===== src/design/ipacl_pkg.sv =====
// Shared types, operation codes and helpers for the IPv4 prefix access list.
`timescale 1ns / 1ps
`default_nettype none

package ipacl_pkg;

    localparam logic [1:0] FUNC_CHECK  = 2'd0;
    localparam logic [1:0] FUNC_APPEND = 2'd1;
    localparam logic [1:0] FUNC_CLEAR  = 2'd2;

    localparam logic CFG_BYPASS_ADDRESS  = 1'b0;
    localparam logic CFG_DEFAULT_VERDICT = 1'b1;

    localparam logic [31:0] BYPASS_RESET  = 32'h7f00_0001;
    localparam logic        VERDICT_RESET = 1'b1;

    typedef struct packed {
        logic [1:0]  func;
        logic [31:0] address;
        logic [5:0]  prefix_length;
        logic        allow;
    } t_acl_in;

    typedef struct packed {
        logic       verdict;
        logic       rule_matched;
        logic [5:0] match_index;
        logic       table_full_error;
        logic [6:0] rules_held;
    } t_acl_out;

    // Compare result for one stored rule, valid in the cycle after its read is issued.
    typedef struct packed {
        logic vld;
        logic hit;
        logic allow;
    } t_hit;

    // Lengths above 32 saturate to a full mask; length zero gives an empty mask.
    function automatic logic [31:0] prefix_to_mask(input logic [5:0] len);
        logic [5:0] sat;
        sat = (len > 6'd32) ? 6'd32 : len;
        if (sat == 6'd0) begin
            return 32'h0;
        end
        return 32'hffff_ffff << (6'd32 - sat);
    endfunction

endpackage

`default_nettype wire


===== src/design/ip_prefix_acl_first_match.sv =====
// Append, clear and bypass or empty-table checks pass their result through the pending register
// to the output register. A check that walks the table reads one rule per cycle from the rule
// memory, which has separate write and read ports; the walk stops at the first matching rule.
// One operation at a time: a new transfer is taken once the previous result is queued in the
// output register, which happens only when that register is free or being read.
// Synchronous active-low reset empties the table and restores the configuration registers.
`timescale 1ns / 1ps
`default_nettype none

module ip_prefix_acl_first_match #(
    parameter int MAX_RULES = 64
) (
    input  wire logic                 i_clk,
    input  wire logic                 i_rst_n,
    input  wire logic                 i_cfg_we,
    input  wire logic                 i_cfg_idx,
    input  wire logic [31:0]          i_cfg_data,
    input  wire logic                 i_in_valid,
    output logic                      o_in_ready,
    input  wire ipacl_pkg::t_acl_in   i_in_data,
    output logic                      o_out_valid,
    input  wire logic                 i_out_ready,
    output ipacl_pkg::t_acl_out       o_out_data
);
    import ipacl_pkg::*;

    localparam int AW = (MAX_RULES > 1) ? $clog2(MAX_RULES) : 1;
    localparam int CW = $clog2(MAX_RULES + 1);

    localparam logic [1:0] ST_IDLE = 2'd0;
    localparam logic [1:0] ST_SCAN = 2'd1;
    localparam logic [1:0] ST_DONE = 2'd2;

    logic [1:0]    r_state, n_state;
    logic [CW-1:0] r_count, n_count;
    logic [CW-1:0] r_rd_addr, n_rd_addr;
    logic [31:0]   r_bypass;
    logic          r_default;
    logic [31:0]   r_key, n_key;
    t_acl_out      r_pend, n_pend;
    t_acl_out      r_out, n_out;
    logic          r_out_valid, n_out_valid;

    logic          in_fire;
    logic          full;
    logic          wr_en;
    logic          rd_en;
    t_hit          hit;
    logic [AW-1:0] hit_idx;

    assign o_in_ready  = (r_state == ST_IDLE);
    assign in_fire     = i_in_valid && o_in_ready;
    assign full        = (r_count == CW'(MAX_RULES));
    assign wr_en       = in_fire && (i_in_data.func == FUNC_APPEND) && !full;
    assign rd_en       = (r_state == ST_SCAN) && (r_rd_addr < r_count);
    assign o_out_valid = r_out_valid;
    assign o_out_data  = r_out;

    ipacl_rule_table #(
        .MAX_RULES (MAX_RULES),
        .AW        (AW)
    ) u_table (
        .i_clk        (i_clk),
        .i_rst_n      (i_rst_n),
        .i_wr_en      (wr_en),
        .i_wr_idx     (r_count[AW-1:0]),
        .i_wr_address (i_in_data.address),
        .i_wr_prefix  (i_in_data.prefix_length),
        .i_wr_allow   (i_in_data.allow),
        .i_rd_en      (rd_en),
        .i_rd_idx     (r_rd_addr[AW-1:0]),
        .i_key        (r_key),
        .o_hit        (hit),
        .o_hit_idx    (hit_idx)
    );

    always_comb begin
        n_state     = r_state;
        n_count     = r_count;
        n_rd_addr   = r_rd_addr;
        n_key       = r_key;
        n_pend      = r_pend;
        n_out       = r_out;
        n_out_valid = r_out_valid;

        if (r_out_valid && i_out_ready) begin
            n_out_valid = 1'b0;
        end

        case (r_state)
            ST_IDLE: begin
                if (in_fire) begin
                    n_key     = i_in_data.address;
                    n_rd_addr = '0;
                    n_pend    = '0;
                    n_pend.rules_held = 7'(r_count);
                    n_state   = ST_DONE;
                    case (i_in_data.func)
                        FUNC_CHECK: begin
                            if (i_in_data.address == r_bypass) begin
                                n_pend.verdict = 1'b1;
                            end else if (r_count == '0) begin
                                n_pend.verdict = r_default;
                            end else begin
                                n_state = ST_SCAN;
                            end
                        end
                        FUNC_APPEND: begin
                            if (full) begin
                                n_pend.table_full_error = 1'b1;
                            end else begin
                                n_count = r_count + CW'(1);
                                n_pend.rules_held = 7'(r_count + CW'(1));
                            end
                        end
                        FUNC_CLEAR: begin
                            n_count = '0;
                            n_pend.rules_held = 7'd0;
                        end
                        default: begin
                        end
                    endcase
                end
            end
            ST_SCAN: begin
                if (rd_en) begin
                    n_rd_addr = r_rd_addr + CW'(1);
                end
                if (hit.vld) begin
                    if (hit.hit) begin
                        n_pend.verdict      = hit.allow;
                        n_pend.rule_matched = 1'b1;
                        n_pend.match_index  = 6'(hit_idx);
                        n_state             = ST_DONE;
                    end else if (CW'(hit_idx) == r_count - CW'(1)) begin
                        n_pend.verdict = r_default;
                        n_state        = ST_DONE;
                    end
                end
            end
            ST_DONE: begin
                // Move the result to the output register once it is free.
                if (!r_out_valid || i_out_ready) begin
                    n_out       = r_pend;
                    n_out_valid = 1'b1;
                    n_state     = ST_IDLE;
                end
            end
            default: begin
                n_state = ST_IDLE;
            end
        endcase
    end

    always_ff @(posedge i_clk) begin
        if (!i_rst_n) begin
            r_state     <= ST_IDLE;
            r_count     <= '0;
            r_out_valid <= 1'b0;
            r_rd_addr   <= '0;
            r_bypass    <= BYPASS_RESET;
            r_default   <= VERDICT_RESET;
        end else begin
            r_state     <= n_state;
            r_count     <= n_count;
            r_out_valid <= n_out_valid;
            r_rd_addr   <= n_rd_addr;
            if (i_cfg_we) begin
                case (i_cfg_idx)
                    CFG_BYPASS_ADDRESS:  r_bypass  <= i_cfg_data;
                    CFG_DEFAULT_VERDICT: r_default <= i_cfg_data[0];
                    default: begin
                    end
                endcase
            end
        end
    end

    always_ff @(posedge i_clk) begin
        r_key  <= n_key;
        r_pend <= n_pend;
        r_out  <= n_out;
    end

endmodule

`default_nettype wire


===== src/design/ipacl_rule_table.sv =====
// Rule memory with registered read and the masked-address comparator.
`timescale 1ns / 1ps
`default_nettype none

module ipacl_rule_table #(
    parameter int MAX_RULES = 64,
    parameter int AW        = 6
) (
    input  wire logic            i_clk,
    input  wire logic            i_rst_n,
    input  wire logic            i_wr_en,
    input  wire logic [AW-1:0]   i_wr_idx,
    input  wire logic [31:0]     i_wr_address,
    input  wire logic [5:0]      i_wr_prefix,
    input  wire logic            i_wr_allow,
    input  wire logic            i_rd_en,
    input  wire logic [AW-1:0]   i_rd_idx,
    input  wire logic [31:0]     i_key,
    output ipacl_pkg::t_hit      o_hit,
    output logic [AW-1:0]        o_hit_idx
);
    import ipacl_pkg::*;

    // Entry layout: allow, mask, masked address.
    logic [64:0]   mem [MAX_RULES];
    logic [64:0]   r_rdata;
    logic          r_rd_vld;
    logic [AW-1:0] r_rd_idx;
    logic [31:0]   wr_mask;

    assign wr_mask = prefix_to_mask(i_wr_prefix);

    always_ff @(posedge i_clk) begin
        if (i_wr_en) begin
            mem[i_wr_idx] <= {i_wr_allow, wr_mask, i_wr_address & wr_mask};
        end
        if (i_rd_en) begin
            r_rdata  <= mem[i_rd_idx];
            r_rd_idx <= i_rd_idx;
        end
    end

    always_ff @(posedge i_clk) begin
        if (!i_rst_n) begin
            r_rd_vld <= 1'b0;
        end else begin
            r_rd_vld <= i_rd_en;
        end
    end

    always_comb begin
        o_hit.vld   = r_rd_vld;
        o_hit.hit   = (i_key & r_rdata[63:32]) == r_rdata[31:0];
        o_hit.allow = r_rdata[64];
    end

    assign o_hit_idx = r_rd_idx;

endmodule

`default_nettype wire


===== config.mk =====
export PLATFORM = sky130hd
export DESIGN_NAME = ip_prefix_acl_first_match
export DESIGN_NICKNAME = d
export VERILOG_FILES = /design/src/design/ipacl_pkg.sv /design/src/design/ip_prefix_acl_first_match.sv /design/src/design/ipacl_rule_table.sv
export SDC_FILE = /design/constraint.sdc
export NUM_CORES = 2
export LEC_CHECK = 0
export BUFFER_PORTS_ARGS = -buffer_cell sky130_fd_sc_hd__clkbuf_2
export CAP_MARGIN = 15
export CORE_MARGIN = 2
export CORE_UTILIZATION = 38
export CTS_BUF_LIST = sky130_fd_sc_hd__clkbuf_8
export DETAILED_ROUTE_END_ITERATION = 8
export PLACE_DENSITY = 0.62
export SYNTH_ARGS = -nofsm -noshare
export SYNTH_HDL_FRONTEND = slang
export SYNTH_MEMORY_MAX_BITS = 65536
export SYNTH_SLANG_ARGS = --single-unit

===== constraint.sdc =====
create_clock -name i_clk -period 24.1 [get_ports i_clk]
set_input_delay 1.205 -clock i_clk [delete_from_list [all_inputs] [get_ports i_clk]]
set_output_delay 1.205 -clock i_clk [all_outputs]
set_load 0.02 [all_outputs]

==> metrics.txt <==
Slew Limit Headroom 0.105; CP Data Required Time 25.07 ns; half-perimeter wire length of the detailed placement result 276 mm; FMAX 168 MHz; weighted congestion reported at the end of routability-driven placement 0.858; worst setup slack after placement 17.62 ns; count of boundary I/O pins 97; grt total ovfl 0; DRT antenna net count 0; maximum number of pins on one net before global-route repair 118; per-cell via count in the routed design 5.92; fraction of the mapped netlist area in simple logic gates 0.0150; FP Rows 242; Crit path largest cell delay 0.85 ns; quantity of hold-fixing buffers added after cts 0; total area of multi-input combinational cells 0.0350 mm2; vias in the first global route 83000; hold violation total from the final report 0; GRT Util Overall 0.221; worst min-delay path category input pin to flip-flop; WP data arrival 6.92 ns; clock slew at the register clock pins of the worst setup and hold paths 0.06 ns; insertion delay of the later-clocked pin in the worst-skew pair 1.26 ns; Max VDD drop 58.9 uV; number of I/O port buffers 96; Gate Count Post-Synth 7000; area growth from synthesis to layout 12.9%; global-route wire length before repair 678 mm; post-route worst setup slack 18.16 ns; WS Path Type flip-flop to flip-flop; pin slew with the least headroom to its limit 1.34 ns; mean instance size in the synthesized netlist 23.7 um2; share of synthesized area spent on multiplexers 0.173; Hold WS 0.224 ns; leading cell type by number of instances after synthesis sky130_fd_sc_hd__edfxtp_1; number of buffer and inverter instances along the worst setup path 4; Root Buffer Master sky130_fd_sc_hd__clkbuf_8; Die Span Y 665 um; Post-route DRC 0; endpoint kind of the worst setup timing path flip-flop; Resized Gates After CTS 0; Adder-Cell Fraction of Synth Area 0.00113; overall routed net length 496 mm; number of clock buffers inserted by TritonCTS 675; Core Region 0.435 mm2; # Post-CTS Setup Buffers 0; share of the synthesized area in the top cell type 0.778; number of flops mapped to enable cells by yosys 4295; unique cell type count in the Yosys netlist 51; xor and xnor area share after synthesis 0.00222; number of search-and-repair iterations in the first detailed-routing pass 8; effective utilization at floorplan 0.382; width of the die 665 um; startpoint class of the critical path flip-flop; number of DRC markers after the initial detailed-route iteration 12100; dominant cells by area after synthesis sky130_fd_sc_hd__edfxtp_1 78%, sky130_fd_sc_hd__mux4_2 17%, sky130_fd_sc_hd__dfxtp_1 0.62%; status finished clean; total clock sinks 4346; maximum root-to-sink buffer count 4; biggest fanout along the worst timing path 103; post-layout minimum cycle time 5.94 ns; power per unit of standard cell area 82.0 mW/mm2; number of synthesized register bits 4346; library cell contributing the largest single delay on the critical path sky130_fd_sc_hd__buf_4; Synth Area in Compound Gates 0.0139; part of the cycle the worst path needs 0.246; most frequent cell on the critical path sky130_fd_sc_hd__buf_4; largest area contributor in the netlist sky130_fd_sc_hd__edfxtp_1; family with the most delay on the worst path buffers and inverters; flip-flop cell with the highest count after synthesis sky130_fd_sc_hd__edfxtp_1; Cell Area, Synth 0.166 mm2; share of post-route cells with drive strength above 1 0.313; detail-routed net length per standard cell 35.4 um; most instantiated cells after synthesis 4295 x sky130_fd_sc_hd__edfxtp_1, 1224 x sky130_fd_sc_hd__mux4_2, 149 x sky130_fd_sc_hd__clkbuf_1, 147 x sky130_fd_sc_hd__buf_2, 144 x sky130_fd_sc_hd__nand2_1; max-cap violation count 0; Static Leakage 0.0575 uW; clock tree skew after final layout 0.0722 ns; CTS tree yes; initial antenna violation count 33; final setup violation count 0; dominant combinational cell family by area after synthesis multiplexers; critical path cell sequence buf_4 > buf_4 > buf_4 > buf_12 > mux4_2 > nor2b_1 > a211oi_1 > a21oi_1 > o22ai_1 > nor2_1; filler cell count 36500; Vias 82900; number of nets in the layout 7781; final max-slew violation count 0; fraction of the yosys area taken by sequential cells 0.784; die footprint 0.442 mm2; Async SR Flop Fraction 0; sum of negative setup slack 0 ns; YS warnings 0; H-tree levels 6; Synth Net Count 7094; flip-flop and latch area 0.130 mm2; RSZ-0062 raised after global routing false
layout by cell type (no fill, tap or decap), types with 41 or more instances in the layout:
master,n
sky130_fd_sc_hd__edfxtp_1,4295
sky130_fd_sc_hd__mux4_2,1224
sky130_fd_sc_hd__clkbuf_8,678
sky130_fd_sc_hd__buf_4,253
sky130_fd_sc_hd__inv_1,246
sky130_fd_sc_hd__clkinv_1,178
sky130_fd_sc_hd__nand2_1,141
sky130_fd_sc_hd__clkbuf_2,96
sky130_fd_sc_hd__mux2i_1,85
sky130_fd_sc_hd__a22oi_1,79
sky130_fd_sc_hd__o22ai_1,78
sky130_fd_sc_hd__nor2_4,74
sky130_fd_sc_hd__a21oi_1,72
sky130_fd_sc_hd__nor2_1,68
sky130_fd_sc_hd__clkinv_2,60
sky130_fd_sc_hd__dfxtp_1,45
sky130_fd_sc_hd__nand3_1,42
sky130_fd_sc_hd__a211oi_1,42
sky130_fd_sc_hd__nor3_1,41
area by class of cell:
class | instances | share of cell area
antenna | 38 | 0.000508
clock buffer | 678 | 0.0498
clock inverter | 532 | 0.0151
inverter | 23 | 0.000481
multi-input combinational | 2268 | 0.187
sequential | 4346 | 0.694
tap | 5734 | 0.0383
timing repair buffer | 373 | 0.0152
path summary, 6_finish.rpt:
kind | startpoint | endpoint | slack (ns) | depth (start not counted)
hold / removal | i_cfg_data[9] | r_bypass[9] | 0.22 | 3
setup / recovery | r_rd_addr[0] | u_table.r_rdata[39] | 18.16 | 10
setup reg to reg | r_rd_addr[0] | u_table.r_rdata[39] | 18.16 | 10
hold reg to reg | r_pend[9] | o_out_data[9] | 0.42 | 0
logic make-up (layout without fill, tap and decap cells):
| kind of cell | after synthesis | in the layout |
|---|---|---|
| AOI/OAI and AO/OA | 347 | 347 |
| other | 0 | 38 |
| muxes | 1338 | 1338 |
| xor gates and xnor gates | 42 | 42 |
| adders and majority gates | 15 | 15 |
| DFF | 4346 | 4346 |
| and+or+nand+nor | 526 | 526 |
| buffers and inverters | 386 | 1606 |
worst reg2reg max path: stages, from the launching register on:
cell	delay, ns
sky130_fd_sc_hd__dfxtp_4	0.78
sky130_fd_sc_hd__buf_4	0.75
sky130_fd_sc_hd__buf_4	0.90
sky130_fd_sc_hd__buf_4	0.85
sky130_fd_sc_hd__buf_12	0.76
sky130_fd_sc_hd__mux4_2	0.76
sky130_fd_sc_hd__nor2b_1	0.15
sky130_fd_sc_hd__a211oi_1	0.31
sky130_fd_sc_hd__a21oi_1	0.09
sky130_fd_sc_hd__o22ai_1	0.25
sky130_fd_sc_hd__nor2_1	0.11
layer usage:
metal	track usage	vias up	part of all wire
met5	0	-	0.00027
met2	0.351	5335	0.48
li1	-	31500	-
met3	0.0477	893	0.10
met1	0.292	45100	0.37
met4	0.0997	20	0.049
through the flow:
stage | instances | cell area, um2 | power, uW | util
floorplan | 7000 | 166000 | 9430 | -
global placement | 12700 | 175000 | 9810 | 0.402
detailed placement | 12700 | 175000 | 9830 | 0.402
CTS | 13900 | 187000 | 15400 | 0.430
global route | 14000 | 187000 | 15800 | 0.431
finish | 14000 | 187000 | 15400 | 0.431
state kept, by name, indices dropped and copies added (netlist names):
name               count
u_table.mem         4160
u_table.r_rdata       65
r_bypass              32
r_key                 32
o_out_data            16
r_pend                16
r_count                7
r_rd_addr              7
u_table.o_hit_idx      6
r_state                2
o_out_valid            1
r_default              1
u_table.r_rd_vld       1
power breakdown:
group / internal [uW] / switching (uW) / total, uW
combinational: 492 / 702 / 1190
sequential: 8440 / 44.3 / 8480
clock: 2740 / 2940 / 5680
Note: power is estimated with default switching activity, not from simulation.
